--- config.mk ---
export PLATFORM = sky130hd
export DESIGN_NAME = robb_div
export DESIGN_NICKNAME = d
export VERILOG_FILES = /design/src/rtl/core/robb_pkg.sv /design/src/rtl/core/robb_div.sv
export SDC_FILE = /design/constraint.sdc
export NUM_CORES = 1
export LEC_CHECK = 0
export BUFFER_PORTS_ARGS = -buffer_cell sky130_fd_sc_hd__buf_2
export CAP_MARGIN = 30
export CORE_MARGIN = 4
export CORE_UTILIZATION = 40
export CTS_CLUSTER_DIAMETER = 200
export DETAILED_ROUTE_END_ITERATION = 8
export SYNTH_ARGS = -nofsm -noshare
export SYNTH_HDL_FRONTEND = slang
export SYNTH_SLANG_ARGS = --single-unit
--- constraint.sdc ---
create_clock -name clk_i -period 6.1 [get_ports clk_i]
set_input_delay 0.61 -clock clk_i [delete_from_list [all_inputs] [get_ports clk_i]]
set_output_delay 0.61 -clock clk_i [all_outputs]
set_load 0.02 [all_outputs]
--- src/rtl/core/robb_pkg.sv ---
// Shared types and constants for the ray versus oriented box slab test.
// Used by the channel interfaces, the divider and the top level.
`default_nettype none

package robb_pkg;

  // Q24.24 signed fixed point
  localparam int unsigned Q_W    = 48;
  localparam int unsigned FRAC_W = 24;
  localparam int unsigned HALF_W = 24;

  typedef logic signed [Q_W-1:0] q48_t;
  typedef logic signed [Q_W:0]   q49_t;

  // Dot product accumulator: three 96-bit products plus sign headroom
  localparam int unsigned ACC_W     = 100;
  // Six products, four 24x24 partial products each
  localparam int unsigned MUL_STEPS = 24;
  // Quotient bits of a 49-bit numerator scaled by 2^24
  localparam int unsigned DIV_STEPS = Q_W + 1 + FRAC_W;

  // Configuration port
  localparam int unsigned CFG_IDX_W  = 3;
  localparam int unsigned CFG_DATA_W = 48;
  localparam int unsigned EPS_W      = 25;
  localparam int unsigned FAR_W      = 47;

  localparam logic [CFG_IDX_W-1:0] REG_ORIGIN_X = 3'd0;
  localparam logic [CFG_IDX_W-1:0] REG_ORIGIN_Y = 3'd1;
  localparam logic [CFG_IDX_W-1:0] REG_ORIGIN_Z = 3'd2;
  localparam logic [CFG_IDX_W-1:0] REG_DIR_X    = 3'd3;
  localparam logic [CFG_IDX_W-1:0] REG_DIR_Y    = 3'd4;
  localparam logic [CFG_IDX_W-1:0] REG_DIR_Z    = 3'd5;
  localparam logic [CFG_IDX_W-1:0] REG_EPSILON  = 3'd6;
  localparam logic [CFG_IDX_W-1:0] REG_FAR      = 3'd7;

  // Register reset values: direction (0, 0, 1.0), epsilon about 0.001,
  // far limit 100000.0
  localparam q48_t               DIR_Z_RST = 48'sd16777216;
  localparam logic [EPS_W-1:0]   EPS_RST   = 25'd16777;
  localparam logic [FAR_W-1:0]   FAR_RST   = 47'd1677721600000;

  // Saturation limits
  localparam q48_t Q48_MAX = {1'b0, {(Q_W-1){1'b1}}};
  localparam q48_t Q48_MIN = {1'b1, {(Q_W-1){1'b0}}};

  // Divider request and response
  typedef struct packed {
    logic start;
    q49_t num;
    q48_t den;
  } robb_div_req_t;

  typedef struct packed {
    logic done;
    q48_t quo;
  } robb_div_rsp_t;

endpackage

`default_nettype wire

--- src/rtl/core/robb_div.sv ---
// Radix-2 restoring divider: (num * 2^24) / den, truncated toward zero,
// saturated to 48 bits signed. Depends on robb_pkg.
`default_nettype none

module robb_div (
  input  logic                    clk_i,
  input  logic                    rst_ni,
  input  robb_pkg::robb_div_req_t req_i,
  output robb_pkg::robb_div_rsp_t rsp_o
);
  import robb_pkg::*;

  localparam int unsigned DQ_W  = DIV_STEPS;
  localparam int unsigned CNT_W = $clog2(DIV_STEPS + 1);

  logic             busy_q, busy_d;
  logic             done_q, done_d;
  logic [CNT_W-1:0] cnt_q, cnt_d;
  logic [Q_W-1:0]   rem_q, rem_d;
  logic [DQ_W-1:0]  dq_q, dq_d;
  logic [Q_W-1:0]   den_q, den_d;
  logic             neg_q, neg_d;
  q48_t             quo_q, quo_d;

  logic [Q_W:0]     num_mag;
  logic [Q_W-1:0]   den_mag;
  logic [Q_W:0]     rem_sh;
  logic [Q_W+1:0]   diff;
  logic             fits;
  logic             over;
  logic [Q_W-1:0]   q_mag;

  // Magnitudes of the request operands
  always_comb begin
    num_mag = req_i.num[Q_W] ? (Q_W+1)'(-req_i.num) : req_i.num;
    den_mag = req_i.den[Q_W-1] ? Q_W'(-req_i.den) : req_i.den;
  end

  // One quotient bit per step
  always_comb begin
    rem_sh = {rem_q, dq_q[DQ_W-1]};
    diff   = {1'b0, rem_sh} - {2'b00, den_q};
    fits   = ~diff[Q_W+1];
  end

  // Clamp the finished quotient to the signed 48-bit range
  always_comb begin
    if (neg_q) begin
      over = (|dq_q[DQ_W-1:Q_W]) | (dq_q[Q_W-1] & (|dq_q[Q_W-2:0]));
    end else begin
      over = |dq_q[DQ_W-1:Q_W-1];
    end
    if (over) begin
      q_mag = neg_q ? Q48_MIN : Q48_MAX;
    end else begin
      q_mag = dq_q[Q_W-1:0];
    end
  end

  // Sequence load, steps and final clamp
  always_comb begin
    busy_d = busy_q;
    done_d = 1'b0;
    cnt_d  = cnt_q;
    rem_d  = rem_q;
    dq_d   = dq_q;
    den_d  = den_q;
    neg_d  = neg_q;
    quo_d  = quo_q;
    if (req_i.start) begin
      busy_d = 1'b1;
      cnt_d  = '0;
      rem_d  = '0;
      dq_d   = {num_mag, {FRAC_W{1'b0}}};
      den_d  = den_mag;
      neg_d  = req_i.num[Q_W] ^ req_i.den[Q_W-1];
    end else if (busy_q) begin
      if (cnt_q == CNT_W'(DIV_STEPS)) begin
        busy_d = 1'b0;
        done_d = 1'b1;
        quo_d  = neg_q ? Q_W'(-q_mag) : q_mag;
      end else begin
        cnt_d = cnt_q + 1'b1;
        rem_d = fits ? diff[Q_W-1:0] : rem_sh[Q_W-1:0];
        dq_d  = {dq_q[DQ_W-2:0], fits};
      end
    end
  end

  always_ff @(posedge clk_i or negedge rst_ni) begin
    if (!rst_ni) begin
      busy_q <= 1'b0;
      done_q <= 1'b0;
      cnt_q  <= '0;
    end else begin
      busy_q <= busy_d;
      done_q <= done_d;
      cnt_q  <= cnt_d;
    end
  end

  // Hold operands and working values
  always_ff @(posedge clk_i) begin
    rem_q <= rem_d;
    dq_q  <= dq_d;
    den_q <= den_d;
    neg_q <= neg_d;
    quo_q <= quo_d;
  end

  assign rsp_o.done = done_q;
  assign rsp_o.quo  = quo_q;

endmodule

`default_nettype wire

==> impl_metrics.sql <==
INSERT INTO impl_metrics (metric_group, metric, value, unit) VALUES
('run_status', 'outcome', 'finished clean', ''),
('place', 'place.gp.congestion', '0.924', ''),
('power', 'powerDensity', '344', 'nW/µm²'),
('synth', 'synth_seq_area_share', '40.3', '%'),
('place', 'place.detailed.hpwl', '29.0', 'mm'),
('clocking', 'cts.sink_count', '227', ''),
('critical_path', 'critical_path.n_buffers_inverters', '1', ''),
('detailed_routing', 'detailedRoute.firstPassIterationCount', '5', ''),
('layout', 'seqCellArea', '6050', 'µm²'),
('floorplan', 'std_cell_rows', '70', ''),
('synth', 'syn_inst', '1705', ''),
('detailed_routing', 'drt-initial-drc-count', '999', ''),
('synth', 'postSynth.topFlopCell', 'sky130_fd_sc_hd__edfxtp_1', ''),
('critical_path', 'timing_worst_setup_path_type', 'reg -> reg', ''),
('floorplan', 'die_height', '202', 'µm'),
('floorplan', 'die_w', '202', 'µm'),
('clocking', 'worstSkewPairLatency', '0.54', 'ns'),
('layout', 'finalInstanceArea', '17100', 'µm²'),
('layout', 'final_net_count', '1960', ''),
('clocking', 'tritoncts', 'built', ''),
('critical_path', 'worstSetupPathDepth', '16', ''),
('floorplan', 'design.portCount', '149', ''),
('floorplan', 'core_region_area', '36800', 'µm²'),
('clocking', 'worst_path_clk_slew', '0.06', 'ns'),
('detailed_routing', 'route.vias.total', '13200', ''),
('synth', 'synth_cell_type_count', '80', ''),
('global_routing', 'grt-ovfl-total', '0', ''),
('synth', 'synth-seq-cells', '227', ''),
('place', 'placed_area', '16100', 'µm²'),
('detailed_routing', 'post_drt_wl_per_cell', '17.3', 'µm'),
('synth', 'syn_nets', '1859', ''),
('global_routing', 'antenna_violations_before_repair', '1', ''),
('flow_run', 'max_cap_violations', '0', ''),
('min_path', 'hold-path-cell-count', '1', ''),
('synth', 'async_reset_ff_share', '3.96', '%'),
('critical_path', 'worst_setup_path_start_kind', 'register', ''),
('detailed_routing', 'totalWireLength', '39.7', 'mm'),
('critical_path', 'setup_slack_of_the_most_critical_reg_to_reg_path', '0.34', 'ns'),
('layout', 'multi_input_comb_area', '8340', 'µm²'),
('global_routing', 'first_global_vias', '12400', ''),
('detailed_routing', 'vias_per_cell', '5.77', ''),
('global_routing', 'grt_start_max_net_pins', '119', ''),
('clocking', 'cts_made_buffers', '27', ''),
('floorplan', 'floorplan.initialDensity', '40.8', '%'),
('critical_path', 'ff2ff_path_depth', '16', ''),
('clocking', 'clock_tree.htree_level_count', '1', ''),
('critical_path', 'cp-end-kind', 'register', ''),
('timing', 'hold_violations', '0', ''),
('place', 'number_of_buffer_cells_added_on_primary_ports', '148', ''),
('synth', 'average_footprint_of_a_synthesized_cell', '8.80', 'µm²'),
('clocking', 'bufs_on_longest_clock_path', '3', ''),
('timing', 'setup_tns', '0', 'ns'),
('detailed_routing', 'post-route-drc-count', '0', ''),
('timing', 'rsz_0062_raised_after_global_routing', 'false', ''),
('critical_path', 'critical_path_required', '6.46', 'ns'),
('critical_path', 'crit_path_cell_trace', 'nor4_1 -> or3b_2 -> nor3b_2 -> a31oi_1 -> or2_1 -> o21ai_0 -> ha_1 -> nor3b_1 -> nand2_1 -> or4_1 -> or4b_2 -> inv_1 -> a21oi_1 -> a21o_1 -> o2111a_1 -> a211oi_1', ''),
('layout', 'fillCellCount', '3556', ''),
('power', 'report.power.total', '5890', 'µW'),
('timing', 'worst_pin_slew', '0.961', 'ns'),
('clocking', 'clk_root_buffer_cell', 'sky130_fd_sc_hd__clkbuf_16', ''),
('synth', 'post_synth_instance_area', '15000', 'µm²'),
('place', 'place_inst', '2244', ''),
('layout', 'drive_above_1_share', '13.7', '%'),
('timing', 'final_min_period_over_clock_period', '94.5', '%'),
('layout', 'non_filler_instance_count_after_layout', '2296', ''),
('critical_path', 'critPathArrivalTime', '6.13', 'ns'),
('min_path', 'hp-class', 'in -> reg', ''),
('timing', 'fin_crit', '5.76', 'ns'),
('global_routing', 'global_route_wire_length_before_repair', '64.4', 'mm'),
('critical_path', 'critPathMaxFanout', '8', ''),
('critical_path', 'crit_slowest_cell', 'sky130_fd_sc_hd__or4b_2', '');
## cell usage after synthesis, drive strengths merged (10+ instances only)
cell | count | area share (%)
o311ai | 12 | 0.70
a22o | 18 | 1.1
nand2b | 14 | 0.58
ha | 53 | 4.4
o21a | 16 | 0.80
a21oi | 108 | 3.6
edfxtp | 146 | 29
o41ai | 22 | 1.3
nor4 | 19 | 0.93
a211oi | 19 | 0.95
buf | 11 | 0.30
xor2 | 42 | 2.5
xnor2 | 105 | 6.1
or4 | 26 | 1.4
nand2 | 263 | 6.6
nand3 | 20 | 0.67
mux2i | 16 | 1.1
a21o | 21 | 1.1
nor2 | 112 | 2.8
clkbuf | 85 | 2.2
nand4 | 17 | 0.71
o31ai | 36 | 1.9
o22ai | 19 | 0.79
o21ai | 117 | 3.9
a311oi | 32 | 1.9
a22oi | 10 | 0.50
inv | 73 | 1.8
nor3 | 29 | 0.97
a31oi | 20 | 0.83
or3 | 34 | 1.6
or2 | 15 | 0.63
dfxtp | 72 | 9.6
## what timing repair did
item,4_1_cts,5_1_grt
endpoints found under the hold margin,9,0
endpoints found under the setup margin,0,8
hold buffers,1,0
resized for setup,0,1
setup buffers,0,0
## power breakdown
group / internal (µW) / switching, µW / leakage [µW]
Sequential: 1870 / 172 / 0.00215
Combinational: 835 / 1300 / 0.00408
Clock: 1080 / 627 / 0.000457
## metrics by stage
stage	setup slack (ns)	utilization, %	hold slack, ns
4_1_cts	0.228	46.5	0.290
3_3_place_gp	0.351	43.9	0.475
3_5_place_dp	0.267	43.9	0.477
2_1_floorplan	0.555	-	0.314
5_1_grt	0.0355	46.5	0.296
6_report	0.338	46.5	0.309
## path summary, 6_finish.rpt
kind / to / start
setup / recovery: quo_q[44] / dq_q[32]
max in group asynchronous: cnt_q[1] / rst_ni
hold reg to reg: rem_q[46] / rem_q[45]
min in group asynchronous: cnt_q[4] / rst_ni
hold / removal: den_q[0] / req_i[0]
setup reg to reg: quo_q[44] / dq_q[32]
## cell usage in the layout (no fill, tap or decap), types with 16 or more instances in the layout
master                      Yosys  final
sky130_fd_sc_hd__a211oi_1      19     19
sky130_fd_sc_hd__a21o_1        21     21
sky130_fd_sc_hd__a21oi_1      108    108
sky130_fd_sc_hd__a22o_1        18     18
sky130_fd_sc_hd__a311oi_1      32     32
sky130_fd_sc_hd__a31oi_1       20     20
sky130_fd_sc_hd__buf_2          0    148
sky130_fd_sc_hd__buf_4          1     17
sky130_fd_sc_hd__clkbuf_16      0     27
sky130_fd_sc_hd__dfxtp_1       72     72
sky130_fd_sc_hd__edfxtp_1     146    146
sky130_fd_sc_hd__ha_1          53     53
sky130_fd_sc_hd__inv_1         73     73
sky130_fd_sc_hd__mux2i_1       16     16
sky130_fd_sc_hd__nand2_1      263    263
sky130_fd_sc_hd__nand3_1       20     20
sky130_fd_sc_hd__nand4_1       17     17
sky130_fd_sc_hd__nor2_1       112    110
sky130_fd_sc_hd__nor3_1        29     29
sky130_fd_sc_hd__nor4_1        17     17
sky130_fd_sc_hd__o21a_1        16     16
sky130_fd_sc_hd__o21ai_0      116    116
sky130_fd_sc_hd__o22ai_1       19     19
sky130_fd_sc_hd__o31ai_1       35     35
sky130_fd_sc_hd__o41ai_1       21     21
sky130_fd_sc_hd__or3_1         29     29
sky130_fd_sc_hd__or4_1         22     22
sky130_fd_sc_hd__xnor2_1      105    105
sky130_fd_sc_hd__xor2_1        42     42
## sequential cells by signal, indices dropped and copies added (netlist names)
name    cells
done_q      1
neg_q       1
cnt_q       7
rem_q      48
den_q      48
busy_q      1
quo_q      48
dq_q       73
## metal layers
layer	GRT usage [%]	vias up	share of wire, %
met5	0	-	0
met4	5.98	0	3.1
met3	2.42	81	5.4
met2	30.4	386	46
met1	25.9	6244	46
li1	-	6527	-
## logic make-up after synthesis
family	synth area share [%]
adder cells (fa/ha/maj)	4.55
XOR/XNOR	8.58
buffers and inverters	4.30
AND/OR/NAND/NOR	18.7
flip-flops	40.3
multiplexers	1.07
AO/OA/AOI/OAI	22.5
## cell type report
type                    count  area share, %
diodes                      1         0.0146
clock buffers              33           4.14
clock inverters            17           1.40
inverters                  74           1.62
multi-input cells        1308           48.7
flip-flops and latches    227           35.4
well taps                 468           3.42
repair buffers            168           5.32
Note: power is estimated with default switching activity, not from simulation.
